==> config.mk <==
export PLATFORM = sky130hd
export DESIGN_NAME = encoder_frame_jump_validator_core
export DESIGN_NICKNAME = d
export VERILOG_FILES = /design/src/rtl/efjv_pkg.sv /design/src/rtl/efjv_step_chk.sv /design/src/rtl/encoder_frame_jump_validator_core.sv
export SDC_FILE = /design/constraint.sdc
export NUM_CORES = 1
export LEC_CHECK = 0
export ABC_CLOCK_PERIOD_IN_PS = 16300
export BUFFER_PORTS_ARGS = -buffer_cell sky130_fd_sc_hd__buf_2
export CAP_MARGIN = 10
export CORE_MARGIN = 1.5
export CORE_UTILIZATION = 30
export CTS_CLUSTER_SIZE = 12
export DETAILED_ROUTE_END_ITERATION = 6
export PLACE_DENSITY_LB_ADDON = 0.12
export SYNTH_ARGS = -nofsm -noshare
export SYNTH_HDL_FRONTEND = slang
export SYNTH_HIERARCHICAL = 1
export SYNTH_SLANG_ARGS = --single-unit
==> constraint.sdc <==
create_clock -name i_clk -period 16.3 [get_ports i_clk]
set_input_delay 4.075 -clock i_clk [delete_from_list [all_inputs] [get_ports i_clk]]
set_output_delay 4.075 -clock i_clk [all_outputs]
set_load 0.05 [all_outputs]
==> src/rtl/efjv_pkg.sv <==
// ----------------------------------------------------------------------------
// efjv_pkg
// Shared types and constants for the encoder frame jump validator.
// ----------------------------------------------------------------------------
package efjv_pkg;

    // Field widths fixed by the register map and the result layout
    localparam int STEP_W   = 19;
    localparam int AGE_W    = 32;
    localparam int CNT_W    = 32;
    localparam int KIND_W   = 3;
    localparam int FRAME_W  = 24;
    localparam int STATUS_W = 2;

    // Default build values
    localparam int DEFAULT_POSITION_BITS = 19;
    localparam int DEFAULT_FRAME_SHIFT   = 4;

    // Register reset values
    localparam logic [STEP_W-1:0] MAX_STEP_RESET = STEP_W'(2913);
    localparam logic [AGE_W-1:0]  MAX_AGE_RESET  = AGE_W'(10);

    // APB register map
    localparam int APB_ADDR_W = 3;
    localparam int APB_DATA_W = 32;
    localparam logic REG_MAX_STEP = 1'b0;   // byte address 0
    localparam logic REG_MAX_AGE  = 1'b1;   // byte address 4

    // Event kinds on the input tuser
    typedef enum logic [KIND_W-1:0] {
        KIND_FRAME       = 3'd0,
        KIND_LINK_ERROR  = 3'd1,
        KIND_START_ERROR = 3'd2,
        KIND_TICK        = 3'd3,
        KIND_REARM       = 3'd4
    } t_kind;

    // Per-item sample status on the output tuser
    typedef enum logic [STATUS_W-1:0] {
        STATUS_NONE     = 2'd0,
        STATUS_ACCEPTED = 2'd1,
        STATUS_REJECTED = 2'd2
    } t_status;

endpackage

==> src/rtl/efjv_step_chk.sv <==
// ----------------------------------------------------------------------------
// efjv_step_chk
// Wrapped position distance and step limit compare.
// ----------------------------------------------------------------------------
module efjv_step_chk #(
    parameter int POSITION_BITS = efjv_pkg::DEFAULT_POSITION_BITS
) (
    input  logic [POSITION_BITS-1:0]   i_pos,
    input  logic [POSITION_BITS-1:0]   i_held,
    input  logic [efjv_pkg::STEP_W-1:0] i_max_step,
    output logic                       o_step_ok
);

    localparam int CMP_W = (POSITION_BITS > efjv_pkg::STEP_W) ?
                           POSITION_BITS : efjv_pkg::STEP_W;
    localparam logic [POSITION_BITS-1:0] HALF_TURN = {1'b1, {(POSITION_BITS-1){1'b0}}};

    logic [POSITION_BITS-1:0] w_diff;
    logic [POSITION_BITS-1:0] w_mag;

    // Distance modulo one turn; the shorter way round gives the magnitude.
    // Exactly half a turn has the same magnitude either way.
    assign w_diff = i_pos - i_held;
    assign w_mag  = (w_diff <= HALF_TURN) ? w_diff : (POSITION_BITS'(0) - w_diff);

    assign o_step_ok = CMP_W'(w_mag) < CMP_W'(i_max_step);

endmodule

==> src/rtl/encoder_frame_jump_validator_core.sv <==
// ----------------------------------------------------------------------------
// encoder_frame_jump_validator_core
// Absolute encoder position filter: rejects frames that jump too far from the
// last verified position, counts events and tracks sample age.
// ----------------------------------------------------------------------------
//
//  Channel    Dir  Handshake                 Payload
//  s_axis     in   tvalid/tready             tdata: frame_bits; tuser: kind
//  m_axis     out  tvalid/tready             tdata: result fields; tuser: status
//  apb        in   psel/penable/pready       step limit, age limit
//
//  One item per cycle sustained while the result stream takes items. An item
//  is held in the input register and then evaluated and written to the result
//  register. The state update is a single compare and counter increment per
//  item. Synchronous reset clears state and counters and restores register
//  defaults. A stalled output holds the result and backs up into the input
//  register; s_axis_tready drops only when both stages are full.
//
module encoder_frame_jump_validator_core #(
    parameter int POSITION_BITS = efjv_pkg::DEFAULT_POSITION_BITS,
    parameter int FRAME_SHIFT   = efjv_pkg::DEFAULT_FRAME_SHIFT,
    localparam int OUT_BITS     = POSITION_BITS + efjv_pkg::AGE_W + 1 + 4 * efjv_pkg::CNT_W,
    localparam int OUT_DATA_W   = ((OUT_BITS + 7) / 8) * 8
) (
    input  logic                                  i_clk,
    input  logic                                  i_rst_n,
    // input stream
    input  logic                                  s_axis_tvalid,
    output logic                                  s_axis_tready,
    input  logic [efjv_pkg::FRAME_W-1:0]          s_axis_tdata,  // frame_bits
    input  logic [efjv_pkg::KIND_W-1:0]           s_axis_tuser,  // kind
    // result stream
    output logic                                  m_axis_tvalid,
    input  logic                                  m_axis_tready,
    // verified_angle, frame_age_ms, fresh, valid_count, rejected_count,
    // link_error_count, start_error_count, zero fill
    output logic [OUT_DATA_W-1:0]                 m_axis_tdata,
    output logic [efjv_pkg::STATUS_W-1:0]         m_axis_tuser,  // sample_status
    // configuration
    input  logic                                  psel,
    input  logic                                  penable,
    input  logic                                  pwrite,
    input  logic [efjv_pkg::APB_ADDR_W-1:0]       paddr,
    input  logic [efjv_pkg::APB_DATA_W-1:0]       pwdata,
    output logic [efjv_pkg::APB_DATA_W-1:0]       prdata,
    output logic                                  pready
);

    localparam int CNT_W = efjv_pkg::CNT_W;
    localparam int AGE_W = efjv_pkg::AGE_W;

    // Configuration registers
    logic [efjv_pkg::STEP_W-1:0] r_max_step;
    logic [AGE_W-1:0]            r_max_age;

    // Input stage
    logic                        r_in_valid;
    efjv_pkg::t_kind             r_in_kind;
    logic [efjv_pkg::FRAME_W-1:0] r_in_frame;

    // Tracking state
    logic [POSITION_BITS-1:0]    r_held,       n_held;
    logic                        r_awaiting,   n_awaiting;
    logic                        r_have,       n_have;
    logic [AGE_W-1:0]            r_age,        n_age;
    logic [CNT_W-1:0]            r_acc_total,  n_acc_total;
    logic [CNT_W-1:0]            r_rej_total,  n_rej_total;
    logic [CNT_W-1:0]            r_link_total, n_link_total;
    logic [CNT_W-1:0]            r_start_total, n_start_total;
    efjv_pkg::t_status           n_status;

    // Result register
    logic                        r_res_valid;
    logic [OUT_DATA_W-1:0]       r_res_data;
    efjv_pkg::t_status           r_res_status;

    logic                        w_advance;
    logic                        w_fire;
    logic                        w_cfg_wr;
    logic [efjv_pkg::FRAME_W-1:0] w_shifted;
    logic [POSITION_BITS-1:0]    w_pos;
    logic                        w_step_ok;
    logic [AGE_W-1:0]            w_age_out;
    logic                        w_fresh;

    // Handshakes
    assign w_advance     = !r_res_valid || m_axis_tready;
    assign w_fire        = r_in_valid && w_advance;
    assign s_axis_tready = !r_in_valid || w_advance;
    assign m_axis_tvalid = r_res_valid;
    assign m_axis_tdata  = r_res_data;
    assign m_axis_tuser  = r_res_status;

    // APB: always ready, index from the word address bit
    assign pready   = 1'b1;
    assign w_cfg_wr = psel && penable && pwrite && pready;

    always_comb begin
        case (paddr[2])
            efjv_pkg::REG_MAX_STEP: prdata = efjv_pkg::APB_DATA_W'(r_max_step);
            efjv_pkg::REG_MAX_AGE:  prdata = r_max_age;
            default:                prdata = '0;
        endcase
    end

    always_ff @(posedge i_clk) begin
        if (!i_rst_n) begin
            r_max_step <= efjv_pkg::MAX_STEP_RESET;
            r_max_age  <= efjv_pkg::MAX_AGE_RESET;
        end else if (w_cfg_wr) begin
            case (paddr[2])
                efjv_pkg::REG_MAX_STEP: r_max_step <= pwdata[efjv_pkg::STEP_W-1:0];
                efjv_pkg::REG_MAX_AGE:  r_max_age  <= pwdata;
                default: ;
            endcase
        end
    end

    // Input register
    always_ff @(posedge i_clk) begin
        if (!i_rst_n) begin
            r_in_valid <= 1'b0;
        end else if (s_axis_tready) begin
            r_in_valid <= s_axis_tvalid;
        end
    end

    always_ff @(posedge i_clk) begin
        if (s_axis_tready && s_axis_tvalid) begin
            r_in_kind  <= efjv_pkg::t_kind'(s_axis_tuser);
            r_in_frame <= s_axis_tdata;
        end
    end

    function automatic logic [efjv_pkg::FRAME_W-1:0] s_axis_frame_shift(
        input logic [efjv_pkg::FRAME_W-1:0] frame
    );
        s_axis_frame_shift = frame >> FRAME_SHIFT;
    endfunction

    // Position extract and step check
    assign w_shifted = s_axis_frame_shift(r_in_frame);
    assign w_pos     = w_shifted[POSITION_BITS-1:0];

    efjv_step_chk #(
        .POSITION_BITS (POSITION_BITS)
    ) u_step_chk (
        .i_pos      (w_pos),
        .i_held     (r_held),
        .i_max_step (r_max_step),
        .o_step_ok  (w_step_ok)
    );

    // Next state for the item in the input register
    always_comb begin
        n_held        = r_held;
        n_awaiting    = r_awaiting;
        n_have        = r_have;
        n_age         = r_age;
        n_acc_total   = r_acc_total;
        n_rej_total   = r_rej_total;
        n_link_total  = r_link_total;
        n_start_total = r_start_total;
        n_status      = efjv_pkg::STATUS_NONE;
        case (r_in_kind)
            efjv_pkg::KIND_FRAME: begin
                if (r_awaiting || w_step_ok) begin
                    n_held      = w_pos;
                    n_awaiting  = 1'b0;
                    n_have      = 1'b1;
                    n_age       = '0;
                    n_acc_total = r_acc_total + CNT_W'(1);
                    n_status    = efjv_pkg::STATUS_ACCEPTED;
                end else begin
                    n_rej_total = r_rej_total + CNT_W'(1);
                    n_status    = efjv_pkg::STATUS_REJECTED;
                end
            end
            efjv_pkg::KIND_LINK_ERROR: begin
                n_link_total = r_link_total + CNT_W'(1);
            end
            efjv_pkg::KIND_START_ERROR: begin
                n_start_total = r_start_total + CNT_W'(1);
            end
            efjv_pkg::KIND_TICK: begin
                // saturating age
                if (r_age != '1) begin
                    n_age = r_age + AGE_W'(1);
                end
            end
            efjv_pkg::KIND_REARM: begin
                n_awaiting = 1'b1;
                n_have     = 1'b0;
            end
            default: ;
        endcase
    end

    // Age as reported: all ones with no sample since rearm
    assign w_age_out = n_have ? n_age : '1;
    assign w_fresh   = w_age_out <= r_max_age;

    // State update
    always_ff @(posedge i_clk) begin
        if (!i_rst_n) begin
            r_held        <= '0;
            r_awaiting    <= 1'b1;
            r_have        <= 1'b0;
            r_age         <= '0;
            r_acc_total   <= '0;
            r_rej_total   <= '0;
            r_link_total  <= '0;
            r_start_total <= '0;
        end else if (w_fire) begin
            r_held        <= n_held;
            r_awaiting    <= n_awaiting;
            r_have        <= n_have;
            r_age         <= n_age;
            r_acc_total   <= n_acc_total;
            r_rej_total   <= n_rej_total;
            r_link_total  <= n_link_total;
            r_start_total <= n_start_total;
        end
    end

    // Result register
    always_ff @(posedge i_clk) begin
        if (!i_rst_n) begin
            r_res_valid <= 1'b0;
        end else if (w_advance) begin
            r_res_valid <= r_in_valid;
        end
    end

    always_ff @(posedge i_clk) begin
        if (w_fire) begin
            r_res_data   <= OUT_DATA_W'({n_start_total, n_link_total, n_rej_total,
                                         n_acc_total, w_fresh, w_age_out, n_held});
            r_res_status <= n_status;
        end
    end

`ifndef SYNTHESIS
    // An accepted frame always reports zero age, which is always fresh
    a_accept_fresh: assert property (@(posedge i_clk) disable iff (!i_rst_n)
        (w_fire && n_status == efjv_pkg::STATUS_ACCEPTED)
            |=> (r_res_data[POSITION_BITS +: AGE_W] == '0)
                && r_res_data[POSITION_BITS + AGE_W])
        else $error("accepted frame did not report fresh zero age");

    // Accepted total moves only on an accepted frame
    a_acc_total: assert property (@(posedge i_clk) disable iff (!i_rst_n)
        ($past(i_rst_n) && r_acc_total != $past(r_acc_total))
            |-> $past(w_fire && n_status == efjv_pkg::STATUS_ACCEPTED))
        else $error("accepted total changed without an accepted frame");

    // Input backs up only when both stages hold items and the output stalls
    a_ready: assert property (@(posedge i_clk) disable iff (!i_rst_n)
        !s_axis_tready |-> (r_in_valid && r_res_valid && !m_axis_tready))
        else $error("input stalled without a full pipeline");
`endif

endmodule

==> metrics.csv <==
metric;value;unit
count leader, synth;nand2_1;
CTS H-tree lvls;2;
WP data required;12230;ps
status;completed;
Die H;276.8;um
core area;0.07432;mm^2
Post-synth EDFFs;204;
fraction of layout cells with a size suffix above 1;0.1630;
clock buffer count from CTS;53;
reg2reg start;r_in_frame[4]$_DFFE_PP_;
Routed WL;64340;um
CTS tree;done;
Post-synth top flop;dfxtp_1;
Die Span X;276.8;um
I/O Buffers;277;
root buf cell;clkbuf_16;
Critical Path AT;5410;ps
Tot GR Track Use;0.1632;
PwrDens;101.1;mW/mm^2
CTS resizes;0;
CP cell instances;buf_2 -> inv_1 -> nor2_1 -> buf_2;
most instantiated cells after synthesis;375 x nand2_1, 234 x dfxtp_1, 204 x edfxtp_1;
GR Overflow Total;0;
CTS Hold Bufs;0;
top cells by area, synth;edfxtp_1 27%, dfxtp_1 21%, nand2_1 6.3%, xnor2_1 4.5%, ha_1 4.2%;
drt drc;0;
synth-to-layout area growth;17.30;%
worst hold path class;reg2reg;
Finished Layout Cells;3638;
maxcap violations;0;
leading area contributor after synthesis;edfxtp_1;
Syn Area/Cell;9.295;um^2
Synth warnings;6;
final net count;2769;
die area;0.07663;mm^2
Core Rows;100;
Initial Utilization;0.3027;
CP max-delay cell;buf_2;
final setup fails;0;
Fin. Hold Viols;0;
Hold Path Depth;2;
Post CTS Setup Buffer Count;0;
Clock transition at path regs;50;ps
Cells after DPL;3538;
clk buf depth;3;
routed vias/inst;4.992;
r2r setup slk;7680;ps
Placer Congestion;0.8137;
fmax;105.4;MHz
final clock skew;27.55;ps
number of global-route vias before repair;17670;
ANT nets after route;0;
Yosys reg bits;438;
initial antenna violation count;1;
via count of the routed design;18160;
CP endpoint kind;output pin;
crit path launch type;input pin;
Iter 0 DRT Violations;1201;
ys async rst share;0;
Worst-Margin Slew;1036;ps
DP HPWL;44150;um
first-pass GRT wire length;100300;um
slew margin rel.;0.3091;
critical path class;in2out;
final worst path period need;9485;ps
DR pass1 iterations;5;
pin count of the biggest net entering global routing;144;
post-synth cell types;74;
Leakage;9.497;nW
Reg2Reg Depth;32;
clock sink total;438;
Avg WL per Cell;17.69;um
peak supply drop;65.08;uV
Cell Area, Synth;0.02249;mm^2
Pins Over Slew Limit;0;
Seq/Total Area, Yosys;0.4806;
num ports;290;
hold wc startpoint;r_max_age[24]$_SDFFE_PN0P_;
Final period util;0.5819;
Worst Hold End;r_max_age[24]$_SDFFE_PN0P_;
TNS Setup;0;ps
maximum fanout along the worst path;22;
RSZ-0062 raised after global routing;no;
CP dominant cell by count;buf_2;
post-synthesis cell count;2420;
Reg-to-Reg End;m_axis_tdata[51]$_DFFE_PP_;
top cell type's share of synthesized area;0.2723;
Skew-Pair Late Insertion Delay;600;ps
Critical Path Max Stage Delay;430;ps
[flip-flops by register name, summed over array words and instances, names as in the netlist, 3 cells and up]
| signal | flops |
|---|---|
| r_max_age | 32 |
| r_start_total | 32 |
| r_age | 32 |
| m_axis_tdata | 180 |
| r_rej_total | 32 |
| r_in_kind | 3 |
| r_in_frame | 19 |
| r_link_total | 32 |
| r_acc_total | 32 |
| r_held | 19 |
| r_max_step | 19 |
[stage by stage]
stage / util / setup slack [ps] / hold WS (ps) / area, um^2 / power (W)
6_report: 0.3550 / 6815 / 451.9 / 26390 / 0.002667
5_1_grt: 0.3550 / 6672 / 474.0 / 26390 / 0.002787
4_1_cts: 0.3550 / 6807 / 458.9 / 26380 / 0.002719
3_5_place_dp: 0.3320 / 6813 / 451.5 / 24670 / 0.001537
3_3_place_gp: 0.3320 / 6858 / 443.8 / 24670 / 0.001533
2_1_floorplan: - / 5673 / 436.3 / 22510 / 0.001448
[routing by layer]
layer | routed length (um) | up-vias | track usage
met3 | 3323 | 88 | 0.03451
met5 | 0 | - | 0
met4 | 1476 | 0 | 0.04339
met1 | 29340 | 8668 | 0.2138
met2 | 30200 | 364 | 0.2719
li1 | - | 9041 | -
[placed cells by master, fill, tap and decap left out, types with 6 or more instances in the layout]
| cell type | count |
|---|---|
| ha_1 | 75 |
| or3_1 | 53 |
| nand2_1 | 373 |
| dfxtp_1 | 234 |
| xnor2_1 | 115 |
| nor4_1 | 34 |
| nor4_2 | 8 |
| nand2b_1 | 21 |
| o311ai_0 | 7 |
| clkbuf_16 | 56 |
| clkbuf_1 | 13 |
| a21o_1 | 18 |
| and4_1 | 20 |
| or2_2 | 7 |
| and3_1 | 25 |
| mux2i_1 | 13 |
| nand4_1 | 67 |
| clkinv_2 | 14 |
| buf_4 | 16 |
| o21ai_0 | 54 |
| mux2_2 | 25 |
| nor2_1 | 186 |
| or4_1 | 36 |
| nor3_1 | 49 |
| and2_1 | 14 |
| o31ai_1 | 15 |
| edfxtp_1 | 204 |
| o21ai_1 | 6 |
| inv_1 | 94 |
| o2111ai_1 | 16 |
| buf_2 | 277 |
| xor2_1 | 101 |
| a31oi_1 | 20 |
| a21oi_1 | 146 |
| nand3_1 | 115 |
| o211ai_1 | 44 |
[cell families after synthesis]
logic type	share of synthesized area
AOI/OAI and AO/OA	0.1032
and+or+nand+nor	0.2279
adders and majority gates	0.04261
other	0.0003339
DFF	0.4806
buffers and inverters	0.04289
xor gates and xnor gates	0.08410
muxes	0.01830
[where the power goes]
part           switching [W]  total, W  internal (W)  leakage (nW)
Sequential         0.0000150   0.00120       0.00118          3.72
Clock               0.000480   0.00116      0.000677         0.843
Combinational       0.000230  0.000312     0.0000820          4.93
[final cells by class]
| type | instances | area [um^2] |
|---|---|---|
| multi-input cells | 1741 | 10750 |
| inverters | 96 | 372.9 |
| repair buffers | 294 | 1526 |
| fillers | 7617 | 47940 |
| clock inverters | 26 | 202.7 |
| flip-flops and latches | 438 | 10810 |
| well taps | 969 | 1212 |
| diodes | 1 | 2.502 |
| clock buffers | 73 | 1505 |
[worst max-delay path by stage]
stage                        startpoint  slack [ps]                     end  depth (start not counted)
after CTS                      paddr[2]        6810              prdata[19]                          4
after floorplan           m_axis_tready        5670  r_age[10]$_SDFFE_PN0P_                          6
after global routing           paddr[2]        6670              prdata[19]                          4
final                          paddr[2]        6820              prdata[19]                          4
after global placement         paddr[2]        6860              prdata[20]                          4
after detailed placement       paddr[2]        6810              prdata[19]                          4
[critical path: cells and delay by family]
family                 cells  cell delay (ps)
buffers and inverters      3             1120
and+or+nand+nor            1              210
(Power assumes the default switching activity.)
